`config.mk`:
```
export PLATFORM = sky130hd
export DESIGN_NAME = sacl_ctrl
export DESIGN_NICKNAME = d
export VERILOG_FILES = /design/src/rtl/sacl_pkg.sv /design/src/rtl/sacl_ctrl.sv
export SDC_FILE = /design/constraint.sdc
export NUM_CORES = 1
export LEC_CHECK = 0
export BUFFER_PORTS_ARGS = -buffer_cell sky130_fd_sc_hd__buf_2
export CAP_MARGIN = 20
export CELL_PAD_IN_SITES_DETAIL_PLACEMENT = 2
export CELL_PAD_IN_SITES_GLOBAL_PLACEMENT = 2
export CORE_AREA = 2 2 39 41
export CTS_BUF_LIST = sky130_fd_sc_hd__clkbuf_16
export CTS_CLUSTER_DIAMETER = 200
export DETAILED_ROUTE_END_ITERATION = 10
export DIE_AREA = 0 0 41 43
export HOLD_SLACK_MARGIN = 0.1
export PLACE_DENSITY = 0.56
export SLEW_MARGIN = 10
export SYNTH_ARGS = -nofsm -noshare
export SYNTH_HDL_FRONTEND = slang
export SYNTH_SLANG_ARGS = --single-unit
```
`constraint.sdc`:
```
create_clock -name i_clk -period 1.15 [get_ports i_clk]
set_clock_uncertainty 0.2 [all_clocks]
set_input_delay 0.23 -clock i_clk [delete_from_list [all_inputs] [get_ports i_clk]]
set_output_delay 0.23 -clock i_clk [all_outputs]
set_load 0.01 [all_outputs]
```
`src/rtl/sacl_pkg.sv`:
```
// Shared types, constants and helper functions for the set-associative cache lookup.
`default_nettype none
package sacl_pkg;

    localparam int MAX_SETS_DEF     = 1024;
    localparam int MAX_WAYS_DEF     = 16;
    localparam int ADDRESS_BITS_DEF = 32;

    localparam int CFG_DATA_W = 4;
    localparam int CFG_IDX_W  = 2;

    localparam logic [CFG_IDX_W-1:0] REG_BLOCK_BITS = 2'd0;
    localparam logic [CFG_IDX_W-1:0] REG_SET_BITS   = 2'd1;
    localparam logic [CFG_IDX_W-1:0] REG_WAY_BITS   = 2'd2;

    localparam logic [2:0] BLOCK_BITS_RST = 3'd5;
    localparam logic [3:0] SET_BITS_RST   = 4'd6;
    localparam logic [2:0] WAY_BITS_RST   = 3'd2;
    localparam logic [2:0] BLOCK_BITS_MIN = 3'd3;
    localparam logic [2:0] BLOCK_BITS_MAX = 3'd6;

    localparam logic [15:0] LFSR_SEED = 16'hACE1;

    typedef enum logic [1:0] {
        ST_CLEAR,
        ST_IDLE,
        ST_LOOK
    } t_state;

    // saturated split of the address
    typedef struct packed {
        logic [2:0] bb;
        logic [4:0] sb;
        logic [2:0] wb;
    } t_cfg;

    typedef struct packed {
        logic clr;
        logic accept;
        logic finish;
    } t_cmd;

    typedef struct packed {
        logic clr_last;
    } t_sts;

    function automatic int floor_log2(input int limit);
        int k;
        k = 0;
        for (int i = 0; i < 31; i++) begin
            if ((64'd1 << (k + 1)) <= 64'(limit)) begin
                k = k + 1;
            end
        end
        return k;
    endfunction

    function automatic logic [15:0] lfsr_next(input logic [15:0] v);
        logic fb;
        fb = v[0] ^ v[2] ^ v[3] ^ v[5];
        return {fb, v[15:1]};
    endfunction

endpackage
`default_nettype wire

```
`src/rtl/sacl_ctrl.sv`:
```
// Controller state machine: reset clear sweep, beat acceptance, lookup sequencing.
`default_nettype none
module sacl_ctrl (
    input  wire logic          i_clk,
    input  wire logic          i_rst_n,
    input  wire logic          i_in_valid,
    output logic               o_in_ready,
    output logic               o_out_valid,
    input  wire logic          i_out_ready,
    input  wire sacl_pkg::t_sts i_sts,
    output sacl_pkg::t_cmd     o_cmd
);
    import sacl_pkg::*;

    t_state r_state, n_state;
    logic   r_out_valid, n_out_valid;

    always_ff @(posedge i_clk) begin
        if (!i_rst_n) begin
            r_state     <= ST_CLEAR;
            r_out_valid <= 1'b0;
        end else begin
            r_state     <= n_state;
            r_out_valid <= n_out_valid;
        end
    end

    always_comb begin
        n_state    = r_state;
        o_cmd      = '0;
        o_in_ready = 1'b0;
        case (r_state)
            ST_CLEAR: begin
                o_cmd.clr = 1'b1;
                if (i_sts.clr_last) begin
                    n_state = ST_IDLE;
                end
            end
            ST_IDLE: begin
                o_in_ready = 1'b1;
                if (i_in_valid) begin
                    o_cmd.accept = 1'b1;
                    n_state      = ST_LOOK;
                end
            end
            ST_LOOK: begin
                if (!r_out_valid || i_out_ready) begin
                    o_cmd.finish = 1'b1;
                    n_state      = ST_IDLE;
                end
            end
            default: begin
                n_state = ST_CLEAR;
            end
        endcase
        if (o_cmd.finish) begin
            n_out_valid = 1'b1;
        end else if (i_out_ready) begin
            n_out_valid = 1'b0;
        end else begin
            n_out_valid = r_out_valid;
        end
    end

    assign o_out_valid = r_out_valid;

    a_accept_to_look: assert property (@(posedge i_clk) disable iff (!i_rst_n)
        (i_in_valid && o_in_ready) |=> (r_state == ST_LOOK))
        else $error("accepted beat did not enter lookup");

    a_no_ready_after_reset: assert property (@(posedge i_clk)
        $past(!i_rst_n) |-> !o_in_ready)
        else $error("ready raised before clear sweep");

    a_no_result_in_clear: assert property (@(posedge i_clk) disable iff (!i_rst_n)
        (r_state == ST_CLEAR) |-> !o_out_valid)
        else $error("result beat during clear sweep");

endmodule
`default_nettype wire

```
==> impl_metrics.ini, run 1 <==
[finish]
multi_input_area_um2 = 119
final_area_um2 = 407
layout-drive-gt1-share_pct = 70.3
nets = 43
fill_cells = 161
regArea_um2 = 68.8
synthToLayoutAreaGrowth_pct = 134
fin_cells = 53
antenna_cells = 0

[critical_path]
r2r_slack_ps = -40
worst-path-max-fanout = 7
critical_path.startpoint = r_state[1]
cp-end-kind = output pin
crit_path_end = o_cmd[1]
timing.rr.start = r_state[1]
crit_type = flip-flop to output pin
start_kind = flip-flop
r2r_end = r_state[1]
ff2ff_path_depth = 3
worstPathRequired_ps = 720
arrival_ps = 960

[sta]
timing.final.max_slew_violations = 0
finalSetupViolCount = 6
tightest_slew_ps = 221
min_period_over_period_pct = 121
period_minus_slack_ps = 1390
rsz0062_at_grt = yes
layout_setup_ws_ps = -237
max_slew_margin_pct = 85.1
hold_violations = 0
fmax_ghz = 0.721

[grt]
use_met2_pct = 18.4
antenna_found_initial = 0
grt_max_degree = 8
grt_use_total_pct = 10.8
grt_use_met1_pct = 10.9
grt_pass1_wl_mm = 1.20
overflow = 0
grt.busiest_layer = met2
grt_pass1_vias = 249
globalRouteMet3Util_pct = 4.71

[clock_tree]
cts.sinks = 3
cts_max_path_buffers = 2
cts.clk_slew.worst_paths_ps = 30
cts_tree = yes
numCtsBuffers = 3
cts-root-buf = clkbuf_16
clock_latency_ps = 220
ctsHtreeMaxLevel = 1

[synthesis]
synthDistinctLibCells = 14
synth_top_area_share_pct = 34.5
ys_ff_latch = 3
ys_warn_count = 0
yosysTopAreaCell = dfxtp_1
syn_nets = 23
ys_seq_area_share_pct = 34.5
syn_area_um2 = 174
syn-instance-count = 18
synthTopCellsByArea = dfxtp_1 35%, o41ai_2 9.4%, nand2b_1 7.2%
syn_avg_cell_area_um2 = 9.66

[floorplan]
rows = 14
pin_count = 10
coreArea_mm2 = 0.00138
die_x_um = 41
fp.dieH_um = 43
dieArea_mm2 = 0.00176
start_util_pct = 12.6

[power_and_ir_drop]
p_leak_nw = 0.194
p_total_uw = 745
ir_drop_v = 0.000620
power_density_mw_per_mm2 = 1830

[status]
outcome = finished with violations
violations = negative setup slack

[routing]
first_pass_iters = 1
drc_errors = 0
first_iter_violations = 0
wire_per_inst_um = 13.7
vias = 213
ant_nets = 0
via_per_inst = 4.02
totalWireLength_um = 728

[hold_path]
hold_class = input port to flip-flop

[placed_design]
port-buffer-count = 9
dp_cells = 45
dp_slack_ps = -107
placed_area_um2 = 254
dp_hpwl_um = 490
gp_congestion = 0.673

[run]
cap_violations = 0
==> synthesized netlist by cell type <==
cell / n
o41ai_2: 1
inv_1: 1
nand2b_1: 2
nor2b_1: 1
nand4bb_1: 1
buf_4: 1
nor4bb_1: 1
and3b_2: 1
o21a_1: 1
dfxtp_1: 3
a21oi_1: 1
and3b_1: 1
nor2_1: 2
and2b_1: 1
==> cells in the final DEF, fill, tap and decap left out, types with 2 or more instances in the layout <==
master     count
buf_2          7
dfxtp_4        2
buf_4          5
buf_6          3
clkbuf_16      3
inv_1          2
==> per-stage QoR <==
stage,util (%),hold slack (ps),TNS [ps]
2_1_floorplan,-,148,0
3_3_place_gp,18.4,264,-47.2
3_5_place_dp,18.4,280,-173
4_1_cts,27.9,119,-955
5_1_grt,29.4,141,-1190
6_report,29.4,112,-936
==> worst min-delay path by stage <==
stage               slack [ps]     from     endpoint  cells past startpoint
global placement           260  i_rst_n   r_state[1]                      2
CTS                        120  i_rst_n  o_out_valid                      3
detailed placement         280  i_rst_n   r_state[1]                      2
finish                     110  i_rst_n  o_out_valid                      3
floorplan                  150  i_rst_n   r_state[1]                      1
global route               140  i_rst_n  o_out_valid                      3
==> routing by layer <==
metal,part of all wire [%],up-vias
li1,-,100
met2,60,7
met1,34,106
met4,0,0
met3,6.0,0
met5,0,-
==> critical path: stages (launching register included) <==
cell and delay, ps:
dfxtp_4 380, and3b_2 240, buf_6 120
==> power by group <==
group | switching (mW) | internal, mW
Sequential | 0.00868 | 0.110
Clock | 0.0936 | 0.448
Combinational | 0.0328 | 0.0517
==> registers in the layout (all words and copies together) (netlist names) <==
name / cells
o_out_valid: 1
r_state: 2
==> final cells by class <==
cell class / count / share of cell area (%)
well taps: 16 / 4.92
inverters: 1 / 0.923
multi-input cells: 13 / 29.2
flip-flops and latches: 3 / 16.9
clock buffers: 3 / 18.5
clock inverters: 1 / 0.923
repair buffers: 16 / 28.6
==> repair_timing <==
item | 4_1_cts | 5_1_grt
gates cloned | 0 | 0
endpoints found under the hold margin | 1 | 0
pin swaps | 2 | 1
endpoints found under the setup margin | 5 | 7
hold buffers | 1 | 0
buffers inserted | 2 | 1
gates resized for setup | 9 | 2
==> logic make-up after synthesis <==
family	count (synthesis)	synth area share, %
and+or+nand+nor	10	42.5
DFF	3	34.5
AOI/OAI and AO/OA	3	16.5
buffers and inverters	2	6.47
No activity file was read; power rests on OpenSTA's default activity.
==> run 2: changes to the inputs <==
Settings changed: CTS_BUF_LIST sky130_fd_sc_hd__clkbuf_16 to unset.
==> run 2 against run 1 <==
Against the previous run:
- first-iteration DRC count rose by 4
- power fell by 48%
- critical endpoint unchanged
- critical path depth did not move
- combinational power barely moved
- clock power fell by 66%
- the flow still finishes with violations (negative setup slack)
- fmax fell by 1.3%
- sequential share of layout area rose by 3.1 points
- largest cell class unchanged
- critical path type unchanged
- via count rose by 2.8%
==> impl_metrics.ini, run 2 (synthesized netlist as in run 1, its figures left out) <==
[status]
outcome = finished with violations
violations = negative setup slack

[finish]
fin_util_pct = 25.8
layout-drive-gt1-share_pct = 70.3
antenna_cells = 0
layout_commonest_cell = buf_2
nets = 43
regArea_um2 = 71.3
synthToLayoutAreaGrowth_pct = 105
multi_input_area_um2 = 119
final_area_um2 = 357
largest_reg_flops = 2
final_cell_mix = 7 x buf_2, 5 x buf_4, 3 x clkbuf_4, 3 x dfxtp_4, 3 x buf_6
largest_register = r_state
fin_cells = 53
fill_cells = 164

[hold_path]
hold_class = input port to flip-flop
whs_endpoint = o_out_valid
holdCritStartpoint = i_rst_n
whs_path_depth = 3

[routing]
wire_per_inst_um = 13.5
vias = 219
via_per_inst = 4.13
first_iter_violations = 4
totalWireLength_um = 717
first_pass_iters = 3
drc_errors = 0
ant_nets = 0

[critical_path]
r2r_slack_ps = -50
r2r_end = r_state[1]
crit_type = flip-flop to output pin
timing.rr.start = r_state[1]
worst-path-max-fanout = 7
arrival_ps = 970
worstPathRequired_ps = 720
start_kind = flip-flop
ff2ff_path_depth = 3
cp-end-kind = output pin

[clock_tree]
cts_tree = yes
cts.clk_slew.worst_paths_ps = 40
numCtsBuffers = 3
cts-root-buf = clkbuf_4
clock_latency_ps = 230
cts_max_path_buffers = 2
cts.sinks = 3
ctsHtreeMaxLevel = 1

[sta]
min_period_over_period_pct = 122
fmax_ghz = 0.712
max_slew_margin_pct = 85.0
period_minus_slack_ps = 1400
layout_setup_ws_ps = -255
setup-tns-final_ps = -1010
rsz0062_at_grt = yes
finalSetupViolCount = 6
hold_violations = 0
timing.final.max_slew_violations = 0
tightest_slew_ps = 223

[power_and_ir_drop]
ir_drop_v = 0.000273
p_leak_nw = 0.167
power_density_mw_per_mm2 = 1090

[grt]
grt_pass1_vias = 251
grt_max_degree = 8
grt_use_total_pct = 11.3
grt_pass1_wl_mm = 1.26
antenna_found_initial = 0
overflow = 0

[run]
cap_violations = 0

[floorplan]
start_util_pct = 12.6
dieArea_mm2 = 0.00176
die_x_um = 41
coreArea_mm2 = 0.00138
pin_count = 10
fp.dieH_um = 43
rows = 14

[placed_design]
gp_congestion = 0.673
dp_cells = 45
placed_area_um2 = 254
dp_hpwl_um = 490
port-buffer-count = 9
run 2: changes by cell type in the layout (fill, tap and decap cells not counted):
cell	change
inv_1	-1
clkbuf_1	+1
clkbuf_4	+3
clkbuf_16	-3
dfxtp_4	+1
dfxtp_2	-1
run 2: worst max-delay path, cell delays in order, from the launching register on:
cell and delay, ps:
dfxtp_4 380, and3b_2 240, buf_6 120
run 2: cell type report:
type / count / area share, %
sequential: 3 / 20.0
multi-input combinational: 13 / 33.3
timing repair buffer: 16 / 32.6
inverter: 1 / 1.05
clock buffer: 4 / 7.37
tap: 16 / 5.61
run 2: worst max-delay path by stage:
stage                     endpoint  slack (ps)  cells past startpoint       start
after floorplan           o_cmd[0]          10                      3  r_state[0]
after global placement    o_cmd[0]         -30                      3  r_state[0]
after detailed placement  o_cmd[0]        -110                      3  r_state[0]
after CTS                 o_cmd[0]        -270                      3  r_state[0]
after global routing      o_cmd[0]        -300                      3  r_state[0]
final                     o_cmd[1]        -250                      2  r_state[1]
run 2: per-layer routing:
metal,GRT usage (%),share of wire [%],up-vias
li1,-,-,103
met1,11.9,33,107
met2,18.1,59,7
met3,6.28,6.6,2
met4,4.00,0.84,0
met5,0,0,-
run 2: timing repair:
item	CTS	global route
hold buffers	1	0
resized for setup	10	2
endpoints found under the hold margin	1	0
pin swaps	2	1
buffers inserted	2	1
setup endpoints to repair	5	7
run 2: power by group:
group	internal, mW	switching (mW)
combinational	0.0517	0.0328
clock	0.130	0.0556
sequential	0.108	0.00896
total	0.290	0.0974
run 2: through the flow:
step / total power, mW / setup WS [ps] / hold slack (ps)
finish: 0.387 / -255 / 108
global route: 0.429 / -302 / 115
CTS: 0.388 / -270 / 111
detailed placement: 0.181 / -107 / 280
global placement: 0.176 / -31.9 / 264
floorplan: 0.148 / 10.9 / 148
==> run 3: changes to the inputs <==
==> constraint.sdc (replaced) <==
create_clock -name i_clk -period 1.15 [get_ports i_clk]
set_clock_uncertainty 0.2 [all_clocks]
set_input_delay 0.115 -clock i_clk [delete_from_list [all_inputs] [get_ports i_clk]]
set_output_delay 0.115 -clock i_clk [all_outputs]
set_load 0.01 [all_outputs]
==> run 3 against run 2 <==
Against the previous run:
- the run still ends with negative setup slack left
- critical endpoint unchanged
- flip-flop and latch count did not move
- core utilization fell by 2.9 points
- clock power about the same
- clock-buffer cell count unchanged
- via count is 9.1% lower
- sequential power barely moved
- non-clock buffer count decreased by 3
- critical path type unchanged
- routed wire length shrank 26%
==> impl_metrics.ini, run 3 (synthesized netlist as in run 1, its figures left out) <==
[floorplan]
dieArea_mm2 = 0.00176
coreArea_mm2 = 0.00138
rows = 14
die_x_um = 41
fp.dieH_um = 43
start_util_pct = 12.6
pin_count = 10

[grt]
grt_pass1_vias = 207
antenna_found_initial = 0
grt_pass1_wl_um = 821
grt_max_degree = 9
overflow = 0
grt_use_total_pct = 8.12

[finish]
fin_util_pct = 22.9
fin_cells = 50
layout-drive-gt1-share_pct = 52.9
antenna_cells = 0
nets = 40
largest_reg_flops = 2
layout_commonest_cell = buf_2
final_cell_mix = 8 x buf_2, 3 x clkbuf_4, 3 x dlygate4sd3_1
largest_register = r_state
synthToLayoutAreaGrowth_pct = 82.0

[routing]
vias = 199
wire_per_inst_um = 10.7
drc_errors = 0
ant_nets = 0
totalWireLength_um = 534
via_per_inst = 3.98
first_iter_violations = 6
first_pass_iters = 4

[critical_path]
arrival_ps = 960
timing.rr.start = r_state[1]
critical_path.startpoint = r_state[1]
ff2ff_path_depth = 2
start_kind = flip-flop
worst-path-max-fanout = 8
crit_type = flip-flop to output pin
cp-end-kind = output pin
worstPathRequired_ps = 830
r2r_end = r_state[0]
r2r_slack_ps = 40

[clock_tree]
cts_tree = yes
cts.clk_slew.worst_paths_ps = 40
clock_latency_ps = 230
ctsHtreeMaxLevel = 1
cts.sinks = 3
cts_max_path_buffers = 2
numCtsBuffers = 3
cts-root-buf = clkbuf_4

[hold_path]
whs_path_depth = 3
whs_endpoint = o_out_valid
hold_class = input port to flip-flop
holdCritStartpoint = i_out_ready

[placed_design]
dp_cells = 42
port-buffer-count = 9
gp_congestion = 0.713

[sta]
period_minus_slack_ps = 1270
timing.final.max_slew_violations = 0
fmax_ghz = 0.785
layout_setup_ws_ps = -124
hold_violations = 0
rsz0062_at_grt = yes
max_slew_margin_pct = 80.1
finalSetupViolCount = 4
worst_hold_slack_ps = 11.3
tightest_slew_ps = 295
min_period_over_period_pct = 111

[power_and_ir_drop]
p_leak_nw = 0.148
power_density_mw_per_mm2 = 1170
ir_drop_v = 0.000458

[run]
cap_violations = 0

[status]
outcome = finished with violations
violations = negative setup slack
-- run 3: changes by cell type in the layout (fill, tap and decap cells not counted) --
cell	delta
nor2_1	+1
dfxtp_4	-1
nor4bb_2	-1
buf_6	-2
buf_2	+1
nor4bb_1	+1
nor2_2	-1
dlygate4sd3_1	+2
dfxtp_1	+1
buf_4	-4
-- run 3: worst max-delay path by stage --
stage / end / slack, ps
global route: o_cmd[0] / -190
detailed placement: r_state[1] / 20
finish: o_cmd[1] / -120
global placement: r_state[1] / 40
CTS: o_cmd[1] / -140
floorplan: r_state[1] / 40
-- run 3: power breakdown --
group | leakage, nW | switching (mW) | internal, mW
registers | 0.0259 | 0.00976 | 0.110
clock network | 0.0150 | 0.0534 | 0.130
logic | 0.107 | 0.0260 | 0.0424
total | 0.148 | 0.0891 | 0.282
-- run 3: layout make-up --
class	count	area, um^2
flip-flops and latches	3	67.6
multi-input cells	13	110
inverters	1	3.75
clock buffers	4	26.3
fillers	175	1070
repair buffers	13	88.8
well taps	16	20.0
-- run 3: metal layers --
metal	global-route usage [%]	wire, um
met1	6.41	202
met2	11.3	279
met3	8.38	52
met4	6.00	0
met5	0	0
-- run 3: metrics by stage --
step	total power, mW	setup WS, ps	cell area [um^2]	TNS (ps)
detailed placement	0.171	17.0	231	0
floorplan	0.148	39.3	174	0
global placement	0.170	41.1	231	0
global route	0.397	-194	317	-673
CTS	0.379	-140	307	-434
finish	0.371	-124	317	-414
-- run 3: repair_timing --
item	CTS	global route
buffers inserted	0	1
cloned	0	0
endpoints found under the setup margin	4	6
gates resized for setup	5	1
hold buffers	3	1
endpoints found under the hold margin	3	3
-- run 3: critical path: stages, from the launching register on --
cell	delay (ps)
dfxtp_4	380
and3b_2	230
buf_6	120
